$ cat src/hdl/qfba_pkg.sv
// Types, codes and small helper functions of the quick-fit allocator.
// No dependencies; imported by every allocator module.
package qfba_pkg;

  // Fixed shape of the allocator.
  localparam int NUM_CLASSES = 5;
  localparam int CLS_W = 3;
  localparam int ALU_W = 33;
  localparam int DATA_W = 32;
  localparam int ADDR_W = 3;
  localparam int HEAP_SIZE_W = 25;
  localparam logic [15:0] MAX_REQ_SIZE = 16'd512;
  localparam logic [HEAP_SIZE_W-1:0] HEAP_SIZE_RESET = 25'd65536;

  // Request kinds.
  localparam logic KIND_ALLOC = 1'b0;
  localparam logic KIND_FREE = 1'b1;

  // Result status codes.
  localparam logic [2:0] STATUS_OK = 3'd0;
  localparam logic [2:0] STATUS_TOO_LARGE = 3'd1;
  localparam logic [2:0] STATUS_EXHAUSTED = 3'd2;
  localparam logic [2:0] STATUS_SLOTS_FULL = 3'd3;
  localparam logic [2:0] STATUS_UNKNOWN = 3'd4;

  // Configuration register indexes (taken from paddr[2]).
  localparam logic REG_HEAP_BASE = 1'b0;
  localparam logic REG_HEAP_SIZE = 1'b1;

  typedef struct packed {
    logic        kind;
    logic [15:0] request_size;
    logic [31:0] chunk_address;
  } request_t;

  typedef struct packed {
    logic [31:0] address;
    logic [2:0]  status;
  } result_t;

  typedef struct packed {
    logic [31:0]            heap_base;
    logic [HEAP_SIZE_W-1:0] heap_size;
  } cfg_t;

  typedef enum logic [3:0] {
    S_CLEAR,
    S_IDLE,
    S_SCAN,
    S_ALLOC,
    S_POP,
    S_BUMP,
    S_COMMIT,
    S_PUSH,
    S_DONE
  } state_t;

  // Smallest size class that holds the requested bytes.
  function automatic logic [CLS_W-1:0] size_class(input logic [15:0] size);
    logic [CLS_W-1:0] cls;
    if (size <= 16'd32) cls = 3'd0;
    else if (size <= 16'd64) cls = 3'd1;
    else if (size <= 16'd128) cls = 3'd2;
    else if (size <= 16'd256) cls = 3'd3;
    else cls = 3'd4;
    return cls;
  endfunction

  // Block size in bytes of a class.
  function automatic logic [9:0] class_bytes(input logic [CLS_W-1:0] cls);
    return 10'd32 << cls;
  endfunction

endpackage

$ cat src/hdl/qfba_alu.sv
// Shared add-and-compare unit of the allocator sequencer.
// Depends on qfba_pkg for the operand width.
module qfba_alu (
  input  logic [qfba_pkg::ALU_W-1:0] a,
  input  logic [qfba_pkg::ALU_W-1:0] b,
  input  logic [qfba_pkg::ALU_W-1:0] cmp,
  output logic [qfba_pkg::ALU_W-1:0] sum,
  output logic                       eq,
  output logic                       gt
);
  import qfba_pkg::*;

  // One wide add, then an address-width equality and a full-width compare.
  always_comb begin
    sum = a + b;
    eq  = (sum[DATA_W-1:0] == cmp[DATA_W-1:0]);
    gt  = (sum > cmp);
  end

endmodule

$ cat config.mk
export PLATFORM = sky130hd
export DESIGN_NAME = qfba_alu
export DESIGN_NICKNAME = d
export VERILOG_FILES = /design/src/hdl/qfba_pkg.sv /design/src/hdl/qfba_alu.sv
export SDC_FILE = /design/constraint.sdc
export NUM_CORES = 1
export LEC_CHECK = 0
export BUFFER_PORTS_ARGS = -buffer_cell sky130_fd_sc_hd__buf_4
export CAP_MARGIN = 25
export CORE_MARGIN = 5
export CORE_UTILIZATION = 53
export DETAILED_ROUTE_END_ITERATION = 10
export PLACE_DENSITY = 0.95
export REMOVE_ABC_BUFFERS = 1
export SYNTH_ARGS = -nofsm -noshare
export SYNTH_HDL_FRONTEND = slang
export SYNTH_SLANG_ARGS = --single-unit
$ cat constraint.sdc
create_clock -name vclk -period 6.64
set_clock_uncertainty 0.1 [all_clocks]
set_input_delay 0.664 -clock vclk [all_inputs]
set_output_delay 0.664 -clock vclk [all_outputs]
set_load 0.1 [all_outputs]
==> results by group <==
Drt
  • DRT antenna net count: 0
  • Total wire length: 9.162 mm
  • Vias post-DR: 3321
  • DR iter-0 viols: 147
  • Drt wl/cell: 16.10 um
  • DRC viols: 0
  • Drt pass-1 iters: 5
  • Drt via density: 5.837

Timing
  • Final Max Tran Viols: 0
  • Slew @ Worst Pin: 0.4474 ns
  • Final WS setup: 1.390 ns
  • Fin crit period: 5.250 ns
  • Final hold viol count: 0
  • Final setup fails: 0
  • FMAX: 0.1905 GHz
  • Final Cycle Share: 79.07%
  • Relative slew slack: 70.00%
  • Fin Hold WS: 1.747 ns
  • Unrepaired setup endpoints after global routing: no

Synth
  • Seq/Total Area, Yosys: 0%
  • Mapped Avg Cell Area: 7.093 um2
  • Main combinational cell family by area after synthesis: compound AO/OA/AOI/OAI gates
  • Simple-gate area share of the yosys netlist: 18.43%
  • Post-Syn Area: 2703 um2
  • Post-Synth Adder-Cell Area: 30.83%
  • Yosys Warn Count: 0
  • Xor/xnor cell area share of the yosys netlist: 10.05%
  • Post-synthesis compound-gate area fraction: 31.94%
  • Synth cell types: 54
  • Mux contribution to synthesized area: 0%
  • Synth Instances: 381

Power
  • Psw: 580.0 uW
  • Logic pwr share: 100.0%
  • Clock network power share: 0%
  • Lkg Pwr: 0.001986 uW
  • P_int: 226.3 uW
  • Total power: 806.3 uW
  • Worst vdd ir: 0.1584 mV
  • Flop pwr share: 0%
  • Power per cell area: 216.9 nW/um2
  • Switch share: 71.93%

Critical path
  • Largest stage delay on the critical path: 0.40 ns
  • Critical Path End Type: output pin
  • CP Cell Sequence: buf_4 -> ha_1 -> inv_1 -> fa_1 -> nand2b_1 -> a21oi_2 -> o2111ai_2 -> o31ai_4 -> a41oi_4 -> o31ai_2 -> xor2_1 -> ha_1 -> a21oi_1 -> a21oi_1 -> a2111oi_0 -> nand2_1 -> a21oi_1 -> a211oi_1 -> buf_4
  • Most common cell on crit path: a21oi_1
  • Critical Path RT: 5.88 ns
  • CP max stage cell: fa_1
  • CP Launch Type: input port
  • Setup CP Type: input port to output pin
  • Critical Path AT: 4.49 ns
  • Critical path startpoint: b[0]
  • Crit Path Max Fanout: 3

Cells and area
  • Final cell count without fillers: 569
  • Area Growth Syn to Fin: 37.55%
  • Commonest cells after routing, fill and taps aside: 134 x buf_4, 65 x ha_1, 42 x inv_1
  • FFs & Latches: 0
  • Clock buffers: 0
  • Final instance area: 3717 um2
  • Most common cell after layout, fill and taps aside: buf_4
  • Number of nets in the layout: 666
  • FF+latch area: 0 um2
  • Share of layout cells above drive strength 1: 29.26%
  • Inserted Diodes: 0

Floorplan
  • DIE AREA: 6628 um2
  • Initial Util: 53.60%
  • Die height: 81.41 um
  • Core box area: 5042 um2
  • Row count: 26
  • I/O Pins: 134
  • Die X: 81.41 um

Clocking
  • Setup bufs post-CTS: 0
  • CTS Hold Buffers Added: 0
  • Post-cts resize count: 0

Place
  • Placed Instance Area: 3717 um2
  • Hpwl dp: 8.190 mm
  • RD Place Congestion: 0.9428
  • Port bufs: 134
  • Dpl ws: 1.407 ns
  • Cell Count Post-Placement: 569

Hold path
  • Min-delay worst type: input port to output pin
  • Worst hold path depth: 3
  • Min-delay src: b[0]

Run
  • Max_cap viols: 0

Global route
  • Largest net degree at the start of global routing: 10
  • Initial antenna violation count: 0
  • Vias in the first global route: 3337
  • GRT Residual Overflow: 0
  • First-pass GRT wire length: 14.46 mm
  • GRT Util Overall: 26.61%

Run status
  • Status: finished clean
[final timing paths]
check	to	slack (ns)
max	gt	1.39
min	sum[0]	1.75
[area by class of cell]
cell class,instances,area (um2)
multi-input cells,323,2466
fillers,424,1325
repair buffers,134,1006
inverters,42,157.7
well taps,70,87.58
[cells by family (layout without fill, tap and decap cells)]
logic type / after synthesis / after routing
AO/OA/AOI/OAI: 122 / 122
buffers and inverters: 58 / 176
AND/OR/NAND/NOR: 104 / 104
XOR/XNOR: 31 / 31
adder cells (fa/ha/maj): 66 / 66
[Yosys cell counts (5+ instances only)]
master,number,area share (%)
clkbuf_1,8,1.1
xor2_1,13,4.2
a21o_1,19,5.3
nor3_1,8,1.5
inv_1,42,5.8
o21ai_1,5,0.93
ha_1,65,30
xnor2_1,18,5.8
a31oi_1,5,1.2
nor2_1,22,3.1
buf_2,5,0.93
nand3_1,14,2.6
nand4_1,11,2.5
nand2_1,34,4.7
a211oi_1,9,2.5
o21ai_0,10,1.9
a21oi_1,41,7.6
[per-stage QoR]
step / utilization [%] / TNS [ns]
after floorplan: - / -1.732
after global placement: 73.72 / 0
after detailed placement: 73.72 / 0
after CTS: 73.72 / 0
after global routing: 73.72 / 0
final: 73.72 / 0
[metal layers]
metal / up-vias / part of all wire (%) / global-route usage (%)
met5: - / 0 / 0
met4: 0 / 3.2 / 8.108
met3: 30 / 7.5 / 1.974
met2: 169 / 49 / 48.78
met1: 1495 / 40 / 32.77
li1: 1627 / - / -
[power groups by stage]
stage	Combinational, uW	Clock, uW	Sequential [uW]
after floorplan	607	0	0
after global placement	786	0	0
after detailed placement	800	0	0
after CTS	802	0	0
after global routing	850	0	0
final	806	0	0
[critical path: cells and delay by family]
family | cells | cell delay [ns]
XOR/XNOR | 1 | 0.26
AND/OR/NAND/NOR | 2 | 0.29
adder cells (fa/ha/maj) | 3 | 0.86
buffers and inverters | 3 | 0.36
AO/OA/AOI/OAI | 10 | 2.01
(Power assumes the default switching activity.)
