--- src/hdl/qfba_pkg.sv ---
// Types, codes and small helper functions of the quick-fit allocator.
// No dependencies; imported by every allocator module.
package qfba_pkg;

  // Fixed shape of the allocator.
  localparam int NUM_CLASSES = 5;
  localparam int CLS_W = 3;
  localparam int ALU_W = 33;
  localparam int DATA_W = 32;
  localparam int ADDR_W = 3;
  localparam int HEAP_SIZE_W = 25;
  localparam logic [15:0] MAX_REQ_SIZE = 16'd512;
  localparam logic [HEAP_SIZE_W-1:0] HEAP_SIZE_RESET = 25'd65536;

  // Request kinds.
  localparam logic KIND_ALLOC = 1'b0;
  localparam logic KIND_FREE = 1'b1;

  // Result status codes.
  localparam logic [2:0] STATUS_OK = 3'd0;
  localparam logic [2:0] STATUS_TOO_LARGE = 3'd1;
  localparam logic [2:0] STATUS_EXHAUSTED = 3'd2;
  localparam logic [2:0] STATUS_SLOTS_FULL = 3'd3;
  localparam logic [2:0] STATUS_UNKNOWN = 3'd4;

  // Configuration register indexes (taken from paddr[2]).
  localparam logic REG_HEAP_BASE = 1'b0;
  localparam logic REG_HEAP_SIZE = 1'b1;

  typedef struct packed {
    logic        kind;
    logic [15:0] request_size;
    logic [31:0] chunk_address;
  } request_t;

  typedef struct packed {
    logic [31:0] address;
    logic [2:0]  status;
  } result_t;

  typedef struct packed {
    logic [31:0]            heap_base;
    logic [HEAP_SIZE_W-1:0] heap_size;
  } cfg_t;

  typedef enum logic [3:0] {
    S_CLEAR,
    S_IDLE,
    S_SCAN,
    S_ALLOC,
    S_POP,
    S_BUMP,
    S_COMMIT,
    S_PUSH,
    S_DONE
  } state_t;

  // Smallest size class that holds the requested bytes.
  function automatic logic [CLS_W-1:0] size_class(input logic [15:0] size);
    logic [CLS_W-1:0] cls;
    if (size <= 16'd32) cls = 3'd0;
    else if (size <= 16'd64) cls = 3'd1;
    else if (size <= 16'd128) cls = 3'd2;
    else if (size <= 16'd256) cls = 3'd3;
    else cls = 3'd4;
    return cls;
  endfunction

  // Block size in bytes of a class.
  function automatic logic [9:0] class_bytes(input logic [CLS_W-1:0] cls);
    return 10'd32 << cls;
  endfunction

endpackage

--- src/hdl/qfba_regs.sv ---
// Configuration register file of the allocator behind an APB-style port.
// Depends on qfba_pkg for the register codes and the cfg_t struct.
module qfba_regs (
  input  logic                        clk,
  input  logic                        rst,
  input  logic                        psel,
  input  logic                        penable,
  input  logic                        pwrite,
  input  logic [qfba_pkg::ADDR_W-1:0] paddr,
  input  logic [qfba_pkg::DATA_W-1:0] pwdata,
  output logic [qfba_pkg::DATA_W-1:0] prdata,
  output logic                        pready,
  output qfba_pkg::cfg_t              cfg
);
  import qfba_pkg::*;

  logic wr_en;
  logic reg_sel;

  assign pready  = 1'b1;
  assign reg_sel = paddr[2];
  assign wr_en   = psel && penable && pwrite;

  // Register writes in the access phase.
  always_ff @(posedge clk) begin
    if (rst) begin
      cfg.heap_base <= '0;
      cfg.heap_size <= HEAP_SIZE_RESET;
    end else if (wr_en) begin
      unique case (reg_sel)
        REG_HEAP_BASE: cfg.heap_base <= pwdata;
        REG_HEAP_SIZE: cfg.heap_size <= pwdata[HEAP_SIZE_W-1:0];
        default: ;
      endcase
    end
  end

  // Read data, zero-extended.
  always_comb begin
    unique case (reg_sel)
      REG_HEAP_BASE: prdata = cfg.heap_base;
      REG_HEAP_SIZE: prdata = DATA_W'(cfg.heap_size);
      default:       prdata = '0;
    endcase
  end

endmodule

--- config.mk ---
export PLATFORM = sky130hd
export DESIGN_NAME = qfba_regs
export DESIGN_NICKNAME = d
export VERILOG_FILES = /design/src/hdl/qfba_pkg.sv /design/src/hdl/qfba_regs.sv
export SDC_FILE = /design/constraint.sdc
export NUM_CORES = 1
export LEC_CHECK = 0
export ABC_AREA = 0
export BUFFER_PORTS_ARGS = -buffer_cell sky130_fd_sc_hd__buf_2
export CAP_MARGIN = 30
export CELL_PAD_IN_SITES_DETAIL_PLACEMENT = 1
export CELL_PAD_IN_SITES_GLOBAL_PLACEMENT = 1
export CORE_MARGIN = 5
export CORE_UTILIZATION = 31
export DETAILED_ROUTE_END_ITERATION = 8
export PLACE_DENSITY = 0.79
export SYNTH_ARGS = -nofsm -noshare
export SYNTH_HDL_FRONTEND = slang
export SYNTH_SLANG_ARGS = --single-unit
--- constraint.sdc ---
create_clock -name clk -period 1.43 [get_ports clk]
set_input_delay 0.429 -clock clk [delete_from_list [all_inputs] [get_ports clk]]
set_output_delay 0.429 -clock clk [all_outputs]
set_load 0.01 [all_outputs]
==> results of run 1 <==
==> report_power, final <==
part,switching (mW),internal (mW),total (mW),leakage (nW)
logic,0.211,0.283,0.493,1.49
clock network,0.615,0.886,1.50,0.102
registers,0.0274,1.62,1.65,0.461
total,0.853,2.79,3.64,2.05
==> Yosys cell counts <==
cell and number:
sky130_fd_sc_hd__buf_6 5, sky130_fd_sc_hd__nand2b_1 88, sky130_fd_sc_hd__buf_4 1, sky130_fd_sc_hd__and4b_1 1
sky130_fd_sc_hd__mux2i_1 57, sky130_fd_sc_hd__nor2b_1 7, sky130_fd_sc_hd__mux2_2 25, sky130_fd_sc_hd__dfxtp_1 57
sky130_fd_sc_hd__conb_1 1, sky130_fd_sc_hd__nand4_4 1, sky130_fd_sc_hd__buf_2 5, sky130_fd_sc_hd__nor2_1 2
sky130_fd_sc_hd__clkbuf_1 10
==> per-stage QoR <==
step / instance area, um^2 / worst slack [ns]
finish: 4180 / -0.144
detailed placement: 3570 / -0.240
global route: 4180 / -0.159
floorplan: 2790 / -0.0298
CTS: 4050 / -0.156
global placement: 3570 / -0.228
==> repair_timing <==
| item | in CTS | in global routing |
|---|---|---|
| endpoints found under the hold margin | 0 | 0 |
| cloned | 2 | 2 |
| pin swaps | 0 | 0 |
| buffers inserted | 2 | 0 |
| gates resized for setup | 43 | 20 |
| endpoints found under the setup margin | 25 | 32 |
==> metal layers <==
layer	track usage (%)	vias up	share of wire, %
li1	-	1117	-
met1	15.9	1126	39
met2	26.6	72	54
met3	4.59	6	5.7
met4	5.27	0	0.80
met5	0	-	0
==> layout make-up <==
cell class              count  share of cell area [%]
multi-input cells         182                    38.2
flip-flops and latches     57                    27.3
repair buffers            140                    26.6
clock buffers              12                    3.71
well taps                 108                    3.23
clock inverters             3                   0.957
==> worst min path at each step <==
stage	start	endpoint	slack [ns]	depth (start not counted)
after floorplan	cfg[50]$_SDFFE_PP0P_	cfg[50]$_SDFFE_PP0P_	0.50	2
after global placement	cfg[20]$_SDFFE_PP0P_	cfg[20]$_SDFFE_PP0P_	0.47	2
after detailed placement	cfg[28]$_SDFFE_PP0P_	cfg[28]$_SDFFE_PP0P_	0.47	2
after CTS	pwdata[28]	cfg[53]$_SDFFE_PP0P_	0.35	3
after global routing	pwdata[31]	cfg[56]$_SDFFE_PP0P_	0.35	3
final	pwdata[28]	cfg[53]$_SDFFE_PP0P_	0.37	3
==> logic make-up (layout without fill, tap and decap cells) <==
family	after synthesis	after routing
muxes	82	82
and+or+nand+nor	99	99
DFF	57	57
other	1	1
buffers and inverters	21	155
==> worst max-delay path, cell delays in order <==
cell                     delay [ns]
sky130_fd_sc_hd__buf_16        0.13
sky130_fd_sc_hd__buf_16        0.15
sky130_fd_sc_hd__mux2_4        0.30
sky130_fd_sc_hd__buf_6         0.13
==> results.md, run 1 <==
- Unrepaired setup endpoints after global routing: yes
- CTS root buffer: sky130_fd_sc_hd__clkbuf_8
- Maximum achievable frequency: 0.635 GHz
- Summed negative setup slack over all endpoints: -3.91 ns
- Fin Hold WS: between 0.3 and 0.4 ns
- Final worst-path cycle share: 110%
- Total Power Consumption: 3.64 mW
- Total number of H-tree levels: 3
- Final antenna diode count: 0
- Worst-case register-to-register setup slack: 0.77 ns
- Number of antenna violations at the first check in global routing: 0
- Destination of the critical timing path: prdata[1]
- Result of the run: complete, but fails checks
- Placed Cells: between 400 and 500
- Synthesized-area fraction occupied by and/or/nand/nor cells: 23.0%
- Final hold viol count: 0
- Count of synthesis-stage warnings from yosys: 0
- Main combinational cell family by area after synthesis: multiplexers
- Number of global-route vias before repair: ~2,500
- Area fraction of the dominant cell type after synthesis: 41.4%
- Number of buffers inserted during clock tree synthesis: 9
- DRT Wirelength: 8200 um
- Count of port buffers added during placement: ~130
- Area taken by flip-flops and latches: 1140 um^2
- Count of unresolved DRC violations after routing: 0
- Cells after Synth: 260
- Final RePlAce weighted congestion: ~0.66
- CTS sink cnt: 57
- Violated checks: negative setup slack
- Number of library cell types mapped by synthesis: 13
- CP Data Required Time: 1.00 ns
- Startpoint of the worst-slack reg-to-reg timing path: cfg[18]$_SDFFE_PP0P_
- Die X-Extent: approximately 100 um
- Initial Utilization: a little under a third
- Final Non-Filler Cells: 502
- Residual overflow from global routing: 0
- Arithmetic-cell share of the synthesized area counting full adders, half adders and majority gates: 0%
- Clock transition at the register clock pins on the worst setup and hold paths after CTS: about 0.060 ns
- Largest registers: cfg x57
- Final setup viols: 32
- Number of flip-flops under the largest register name: 57
- Std-Cell Rows: 34
- R2r worst-path depth: 2
- Leading cell type in the layout, fill and taps excluded: sky130_fd_sc_hd__buf_2
- Critical Path AT: about 1.1 ns
- Core outline area: slightly below 9000 um^2
- Synth Register Bits: 57
- Post-layout net count: 430
- Top cells by area, synth: sky130_fd_sc_hd__dfxtp_1 (41%), sky130_fd_sc_hd__mux2i_1 (21%), sky130_fd_sc_hd__nand2b_1 (20%), sky130_fd_sc_hd__mux2_2 (10%), sky130_fd_sc_hd__buf_6 (2.0%)
- DP Wirelength: around 5300 um
- Via total after detailed routing: approximately 2,300
- TritonCTS clock tree: yes
- Power Density: slightly below 900 nW/um^2
- Area growth from synthesis to layout: 51.8%
- Share of the synthesized netlist area taken by xor and xnor gates: 0%
- Highest ir drop seen on vdd: around 0.49 mV
- Share of layout cells above drive strength 1: 46.4%
- Share of the yosys chip area belonging to registers: approximately two fifths
- Syn Std Cell Area: roughly 2800 um^2
- Pins Over Slew Limit: 0
- Number of fill cells: about 1,000
- Post-layout min period: 1.57 ns
- Worst-path fanout max: 6
- Total leakage power: between 2 and 2.5 nW
- CP endpoint kind: output pin
- Type of origin of the critical path: input pin
- Setup ws final: -0.144 ns
- Kind of critical path: in -> out
- Most used cells in the layout excluding fill and tap cells: sky130_fd_sc_hd__buf_2 (98), sky130_fd_sc_hd__nand2b_1 (88), sky130_fd_sc_hd__mux2i_1 (57), sky130_fd_sc_hd__dfxtp_1 (57), sky130_fd_sc_hd__buf_6 (28)
- Average size of a mapped cell: around 11 um^2
- Die footprint: roughly 11,000 um^2
- Clock Path Buffers: 2
- Maximum number of pins on one net before global-route repair: 50
- Floorplan die height: between 100 and 150 um
- R2r endpoint: cfg[18]$_SDFFE_PP0P_
- Register with the most flip-flops: cfg
- # hold bufs at CTS: 0
- Final antenna-violating net count: 0
- Routed vias/inst: about 4.6
- Final design utilization: 48.2%
- Post-synth top area cell: sky130_fd_sc_hd__dfxtp_1
- First-pass GRT wire length: 13,000 um
- HP Class: in -> reg
- Max-cap violation count: 0
- Area taken by multi-input logic gates: 1600 um^2
- Iteration count of the initial detailed-routing pass: 4
- Violation count after the first detailed-route iteration: 48
- Total global-route track usage: 14.7%
- Compound-Gate Fraction of Synth Area: 0%
- Setup skew after layout: 0 ns
- Synth Net Count: 300
- Mux contribution to synthesized area: 30.9%
- Insertion delay to the later sink of the worst-skew pair: between 0.3 and 0.4 ns
- Routed wirelength normalized by instance count: about 16 um
- Critical path origin: paddr[2]
- Number of top-level pins: 130
No activity file was read; power rests on OpenSTA's default activity.
==> inputs of run 2 (changes only) <==
--- a/config.mk
+++ b/config.mk
@@ -11,9 +11,10 @@
 export CELL_PAD_IN_SITES_DETAIL_PLACEMENT = 1
 export CELL_PAD_IN_SITES_GLOBAL_PLACEMENT = 1
 export CORE_MARGIN = 5
-export CORE_UTILIZATION = 31
+export CORE_UTILIZATION = 32
+export CTS_BUF_LIST = sky130_fd_sc_hd__clkbuf_4
 export DETAILED_ROUTE_END_ITERATION = 8
-export PLACE_DENSITY = 0.79
+export PLACE_DENSITY = 0.81
 export SYNTH_ARGS = -nofsm -noshare
 export SYNTH_HDL_FRONTEND = slang
 export SYNTH_SLANG_ARGS = --single-unit
==> constraint.sdc (replaced) <==
create_clock -name clk -period 1.43 [get_ports clk]
set_input_delay 0.2145 -clock clk [delete_from_list [all_inputs] [get_ports clk]]
set_output_delay 0.2145 -clock clk [all_outputs]
set_load 0.01 [all_outputs]
==> run 2 against run 1 <==
Against the previous run:
- via count fell by 2.8%
- highest routed layer unchanged
- the flow now finishes without violations
- largest cell class unchanged
- register-to-register slack barely moved
- clock skew did not move
- critical endpoint is now prdata[23]
- clock power fell by 24%
- wire length fell by 15%
- power fell by 13%
- worst setup slack improved by 0.20 ns
- die area fell by 2.8%
==> results.md, run 2 (synthesis gave the netlist of run 1 again) <==
- Post-CTS Setup Bufs: 0
- Final worst-path cycle share: 96.0%
- Clock transition at the register clock pins on the worst setup and hold paths after CTS: 0.10 ns
- Register with the most flip-flops: cfg
- Post-layout min period: approximately 1.4 ns
- Die X-Extent: slightly above 100 um
- Final antenna-violating net count: 0
- Routed wirelength normalized by instance count: 14.1 um
- Type of origin of the critical path: input pin
- Floorplan die height: 103 um
- Clock Path Buffers: 2
- Via total after detailed routing: about 2,300
- Unrepaired setup endpoints after global routing: no
- Number of flip-flops under the largest register name: 57
- Kind of critical path: in -> out
- Maximum achievable frequency: 0.729 GHz
- Area growth from synthesis to layout: 32.2%
- Number of fill cells: ~990
- Largest registers: cfg x57
- Number of antenna violations at the first check in global routing: 0
- Die footprint: approximately 11,000 um^2
- Total Power Consumption: about 3.2 mW
- CP endpoint kind: output pin
- TritonCTS clock tree: yes
- Most used cells in the layout excluding fill and tap cells: sky130_fd_sc_hd__buf_2 (126), sky130_fd_sc_hd__nand2b_1 (88), sky130_fd_sc_hd__mux2i_1 (57), sky130_fd_sc_hd__dfxtp_1 (57), sky130_fd_sc_hd__mux2_2 (25)
- Total number of H-tree levels: 3
- Std-Cell Rows: 33
- Final Non-Filler Cells: slightly below 500
- Pins Over Slew Limit: 0
- CTS sink cnt: between 50 and 60
- Final non-filler cell area: 3640 um^2
- # hold bufs at CTS: 0
- Final hold viol count: 0
- Routed vias/inst: 4.56
- HP Class: in -> reg
- Leading cell type in the layout, fill and taps excluded: sky130_fd_sc_hd__buf_2
- Iteration count of the initial detailed-routing pass: 4
- Number of top-level pins: 130
- Fin Hold WS: approximately 0.088 ns
- Total global-route track usage: around 13%
- Violation count after the first detailed-route iteration: 21
- Critical Path AT: between 1 and 1.5 ns
- First-pass GRT wire length: around 11,000 um
- Share of layout cells above drive strength 1: between 40% and 50%
- Post-detailed-placement cell area: about 3500 um^2
- Core outline area: around 8300 um^2
- Result of the run: completed
- Setup skew after layout: 0 ns
- CTS root buffer: sky130_fd_sc_hd__clkbuf_4
- Final setup viols: 0
- CP Data Required Time: around 1.2 ns
- Final antenna diode count: 0
- Final design utilization: a little over two fifths
- Worst-path fanout max: 7
- Power Density: 867 nW/um^2
- Initial Utilization: 33.2%
- Count of port buffers added during placement: ~130
- Residual overflow from global routing: 0
- Highest ir drop seen on vdd: 0.419 mV
- Number of global-route vias before repair: 2,285
- Total leakage power: approximately 1.9 nW
- Placed Cells: 479
- Number of buffers inserted during clock tree synthesis: 9
- Setup ws final: 0.0578 ns
- Post-layout net count: ~430
- Final RePlAce weighted congestion: between 0.7 and 0.8
- Max-cap violation count: 0
- Insertion delay to the later sink of the worst-skew pair: around 0.37 ns
- Count of unresolved DRC violations after routing: 0
- Summed negative setup slack over all endpoints: 0 ns
- DRT Wirelength: ~7000 um
- Post-Place Setup Slack: 0.0411 ns
- Maximum number of pins on one net before global-route repair: 91
- DP Wirelength: around 5200 um
- PostCTS Resize Cnt: 0
-- run 2: cell types whose count changed in the layout (fill, tap and decap cells not counted), moves of 4 or more --
cell                       delta
sky130_fd_sc_hd__mux2_4      -25
sky130_fd_sc_hd__clkbuf_8    -11
sky130_fd_sc_hd__buf_4        +5
sky130_fd_sc_hd__buf_12       -4
sky130_fd_sc_hd__mux2_2      +25
sky130_fd_sc_hd__buf_6       -28
sky130_fd_sc_hd__clkbuf_4    +12
sky130_fd_sc_hd__buf_2       +28
-- run 2: report_power, final --
group          switching (mW)  leakage (nW)  internal, mW  total [mW]
clock network           0.553        0.0787         0.583        1.14
registers              0.0254         0.461          1.62        1.65
logic                   0.179          1.32         0.198       0.377
total                   0.758          1.86          2.40        3.16
-- run 2: cell type report --
class | instances | area, um^2 | share of cell area [%]
clock buffers | 12 | 90.1 | 2.47
multi-input cells | 182 | 1490 | 40.9
repair buffers | 135 | 748 | 20.5
clock inverters | 4 | 43.8 | 1.20
flip-flops and latches | 57 | 1140 | 31.3
well taps | 105 | 131 | 3.60
-- run 2: path summary, 6_finish.rpt --
path         depth (start not counted)                  from                   end  slack (ns)
min reg2reg                          2  cfg[53]$_SDFFE_PP0P_  cfg[53]$_SDFFE_PP0P_        0.49
max                                  4              paddr[2]            prdata[23]        0.06
max reg2reg                          2  cfg[15]$_SDFFE_PP0P_  cfg[15]$_SDFFE_PP0P_        0.78
min                                  3            pwdata[29]  cfg[54]$_SDFFE_PP0P_        0.09
-- run 2: routing by layer --
metal  global-route usage [%]  up-vias  routed length (um)
li1                         -     1112                   -
met1                     15.6     1057                2950
met2                     23.4       79                3440
met3                     3.72        8                 516
met4                     5.08        0                  74
met5                        0        -                   0
-- run 2: worst max-delay path, stage by stage --
cell and delay (ns):
sky130_fd_sc_hd__buf_2 0.23, sky130_fd_sc_hd__buf_4 0.23, sky130_fd_sc_hd__mux2_2 0.35, sky130_fd_sc_hd__buf_2 0.14
==> inputs of run 3 (changes only) <==
--- a/config.mk
+++ b/config.mk
@@ -10,6 +10,7 @@
 export CAP_MARGIN = 30
 export CELL_PAD_IN_SITES_DETAIL_PLACEMENT = 1
 export CELL_PAD_IN_SITES_GLOBAL_PLACEMENT = 1
+export CORE_ASPECT_RATIO = 1.75
 export CORE_MARGIN = 5
 export CORE_UTILIZATION = 32
 export CTS_BUF_LIST = sky130_fd_sc_hd__clkbuf_4
==> run 3 against run 2 <==
Against the previous run:
- die area grew 0.69%
- global-route usage rose by 1.2 points
- sequential share of layout area rose by 0.054 points
- clock-buffer cell count up 1
- largest power group unchanged
- sequential cell count unchanged
- combinational power barely moved
- worst hold slack lost 0.010 ns
- highest routed layer unchanged
==> results.md, run 3 (synthesis gave the netlist of run 1 again) <==
- Result of the run: completed
- Routed vias/inst: between 4 and 5
- HP Class: in -> reg
- Post-Place Setup Slack: about 0.09 ns
- Setup skew after layout: 0 ns
- Max-cap violation count: 0
- Final Non-Filler Cells: 502
- Post-layout net count: roughly 420
- DP Wirelength: around 5700 um
- Clock transition at the register clock pins on the worst setup and hold paths after CTS: roughly 0.1 ns
- Post-CTS Setup Bufs: 0
- Violation count after the first detailed-route iteration: 85
- Maximum number of pins on one net before global-route repair: between 90 and 100
- Final non-filler cell area: about 3600 um^2
- # hold bufs at CTS: 0
- Core outline area: between 8000 and 9000 um^2
- Die X-Extent: between 80 and 90 um
- Highest ir drop seen on vdd: approximately 0.45 mV
- Final antenna-violating net count: 0
- Iteration count of the initial detailed-routing pass: 4
- Largest registers: cfg x57
- Total Power Consumption: approximately 3.0 mW
- CP endpoint kind: output pin
- Die footprint: 10,600 um^2
- Number of top-level pins: between 100 and 150
- Final worst-path cycle share: between 90% and 100%
- Type of origin of the critical path: register
- Placed Cells: between 400 and 500
- Insertion delay to the later sink of the worst-skew pair: approximately 0.40 ns
- Initial Utilization: 32.9%
- Summed negative setup slack over all endpoints: 0 ns
- TritonCTS clock tree: yes
- Number of global-route vias before repair: roughly 2,500
- Number of flip-flops under the largest register name: 57
- First-pass GRT wire length: roughly 12,000 um
- Clock Path Buffers: 2
- Total global-route track usage: between 10 and 15%
- Count of unresolved DRC violations after routing: 0
- Setup ws final: 0.0646 ns
- Post-layout min period: 1.37 ns
- Maximum achievable frequency: 0.732 GHz
- Floorplan die height: ~130 um
- Routed wirelength normalized by instance count: 15.2 um
- Most used cells in the layout excluding fill and tap cells: sky130_fd_sc_hd__buf_2 (126), sky130_fd_sc_hd__nand2b_1 (88), sky130_fd_sc_hd__mux2i_1 (57), sky130_fd_sc_hd__dfxtp_1 (57), sky130_fd_sc_hd__mux2_2 (25)
- Total number of H-tree levels: 3
- Share of layout cells above drive strength 1: about 45%
- Kind of critical path: reg -> out
- Residual overflow from global routing: 0
- Via total after detailed routing: ~2,300
- Register with the most flip-flops: cfg
- CTS sink cnt: 57
- Final RePlAce weighted congestion: around 0.74
- CTS root buffer: sky130_fd_sc_hd__clkbuf_4
- Fin Hold WS: just under 0.08 ns
- Leading cell type in the layout, fill and taps excluded: sky130_fd_sc_hd__buf_2
- Number of buffers inserted during clock tree synthesis: 9
- Post-detailed-placement cell area: around 3500 um^2
- Number of antenna violations at the first check in global routing: 1
- Std-Cell Rows: 44
- Pins Over Slew Limit: 0
- Count of port buffers added during placement: ~130
- Total leakage power: about 1.8 nW
- Power Density: roughly 820 nW/um^2
- DRT Wirelength: between 7000 and 8000 um
- Worst-path fanout max: 3
- Final design utilization: between 40% and 50%
- CP Data Required Time: 1.22 ns
- PostCTS Resize Cnt: 0
- Area growth from synthesis to layout: 32.0%
- Critical Path AT: about 1.2 ns
- Final setup viols: 0
- Final hold viol count: 0
- Unrepaired setup endpoints after global routing: no
run 3: cell count changes in the layout (fill, tap and decap cells not counted):
cell	previous run	this run
sky130_fd_sc_hd__buf_4	5	1
sky130_fd_sc_hd__diode_2	0	1
sky130_fd_sc_hd__clkinv_2	2	1
sky130_fd_sc_hd__clkinv_1	1	0
sky130_fd_sc_hd__buf_12	4	6
sky130_fd_sc_hd__bufinv_16	1	0
sky130_fd_sc_hd__clkbuf_4	12	13
run 3: where the power goes:
| part | total [mW] | leakage (nW) | switching [mW] | internal, mW |
|---|---|---|---|---|
| clock | 0.963 | 0.0637 | 0.546 | 0.416 |
| sequential | 1.65 | 0.461 | 0.0264 | 1.62 |
| combinational | 0.379 | 1.32 | 0.181 | 0.198 |
run 3: worst paths after layout:
kind	cells past startpoint	start	endpoint	slack, ns
hold reg to reg	2	cfg[34]$_SDFFE_PP0P_	cfg[34]$_SDFFE_PP0P_	0.49
setup / recovery	2	cfg[0]$_SDFFE_PP0P_	prdata[0]	0.06
setup reg to reg	2	cfg[7]$_SDFFE_PP0P_	cfg[7]$_SDFFE_PP0P_	0.76
hold / removal	3	pwdata[28]	cfg[53]$_SDFFE_PP0P_	0.08
run 3: worst max-delay path, cell delays in order (launching register included):
cell	delay [ns]
sky130_fd_sc_hd__dfxtp_1	0.35
sky130_fd_sc_hd__mux2_2	0.26
sky130_fd_sc_hd__buf_2	0.14
run 3: layout make-up:
| cell class | instances | area [um^2] |
|---|---|---|
| multi-input cells | 182 | 1490 |
| flip-flops and latches | 57 | 1140 |
| fillers | 1016 | 4730 |
| repair buffers | 133 | 758 |
| clock inverters | 1 | 5.00 |
| clock buffers | 13 | 97.6 |
| diodes | 1 | 2.50 |
| well taps | 115 | 144 |
run 3: per-layer routing:
layer	wire, um	part of all wire, %	global-route usage (%)	up-vias
met3	308	4.0	1.90	20
met1	2820	37	14.9	1114
met4	302	4.0	10.2	0
li1	-	-	-	1105
met5	0	0	0	-
met2	4210	55	26.5	82
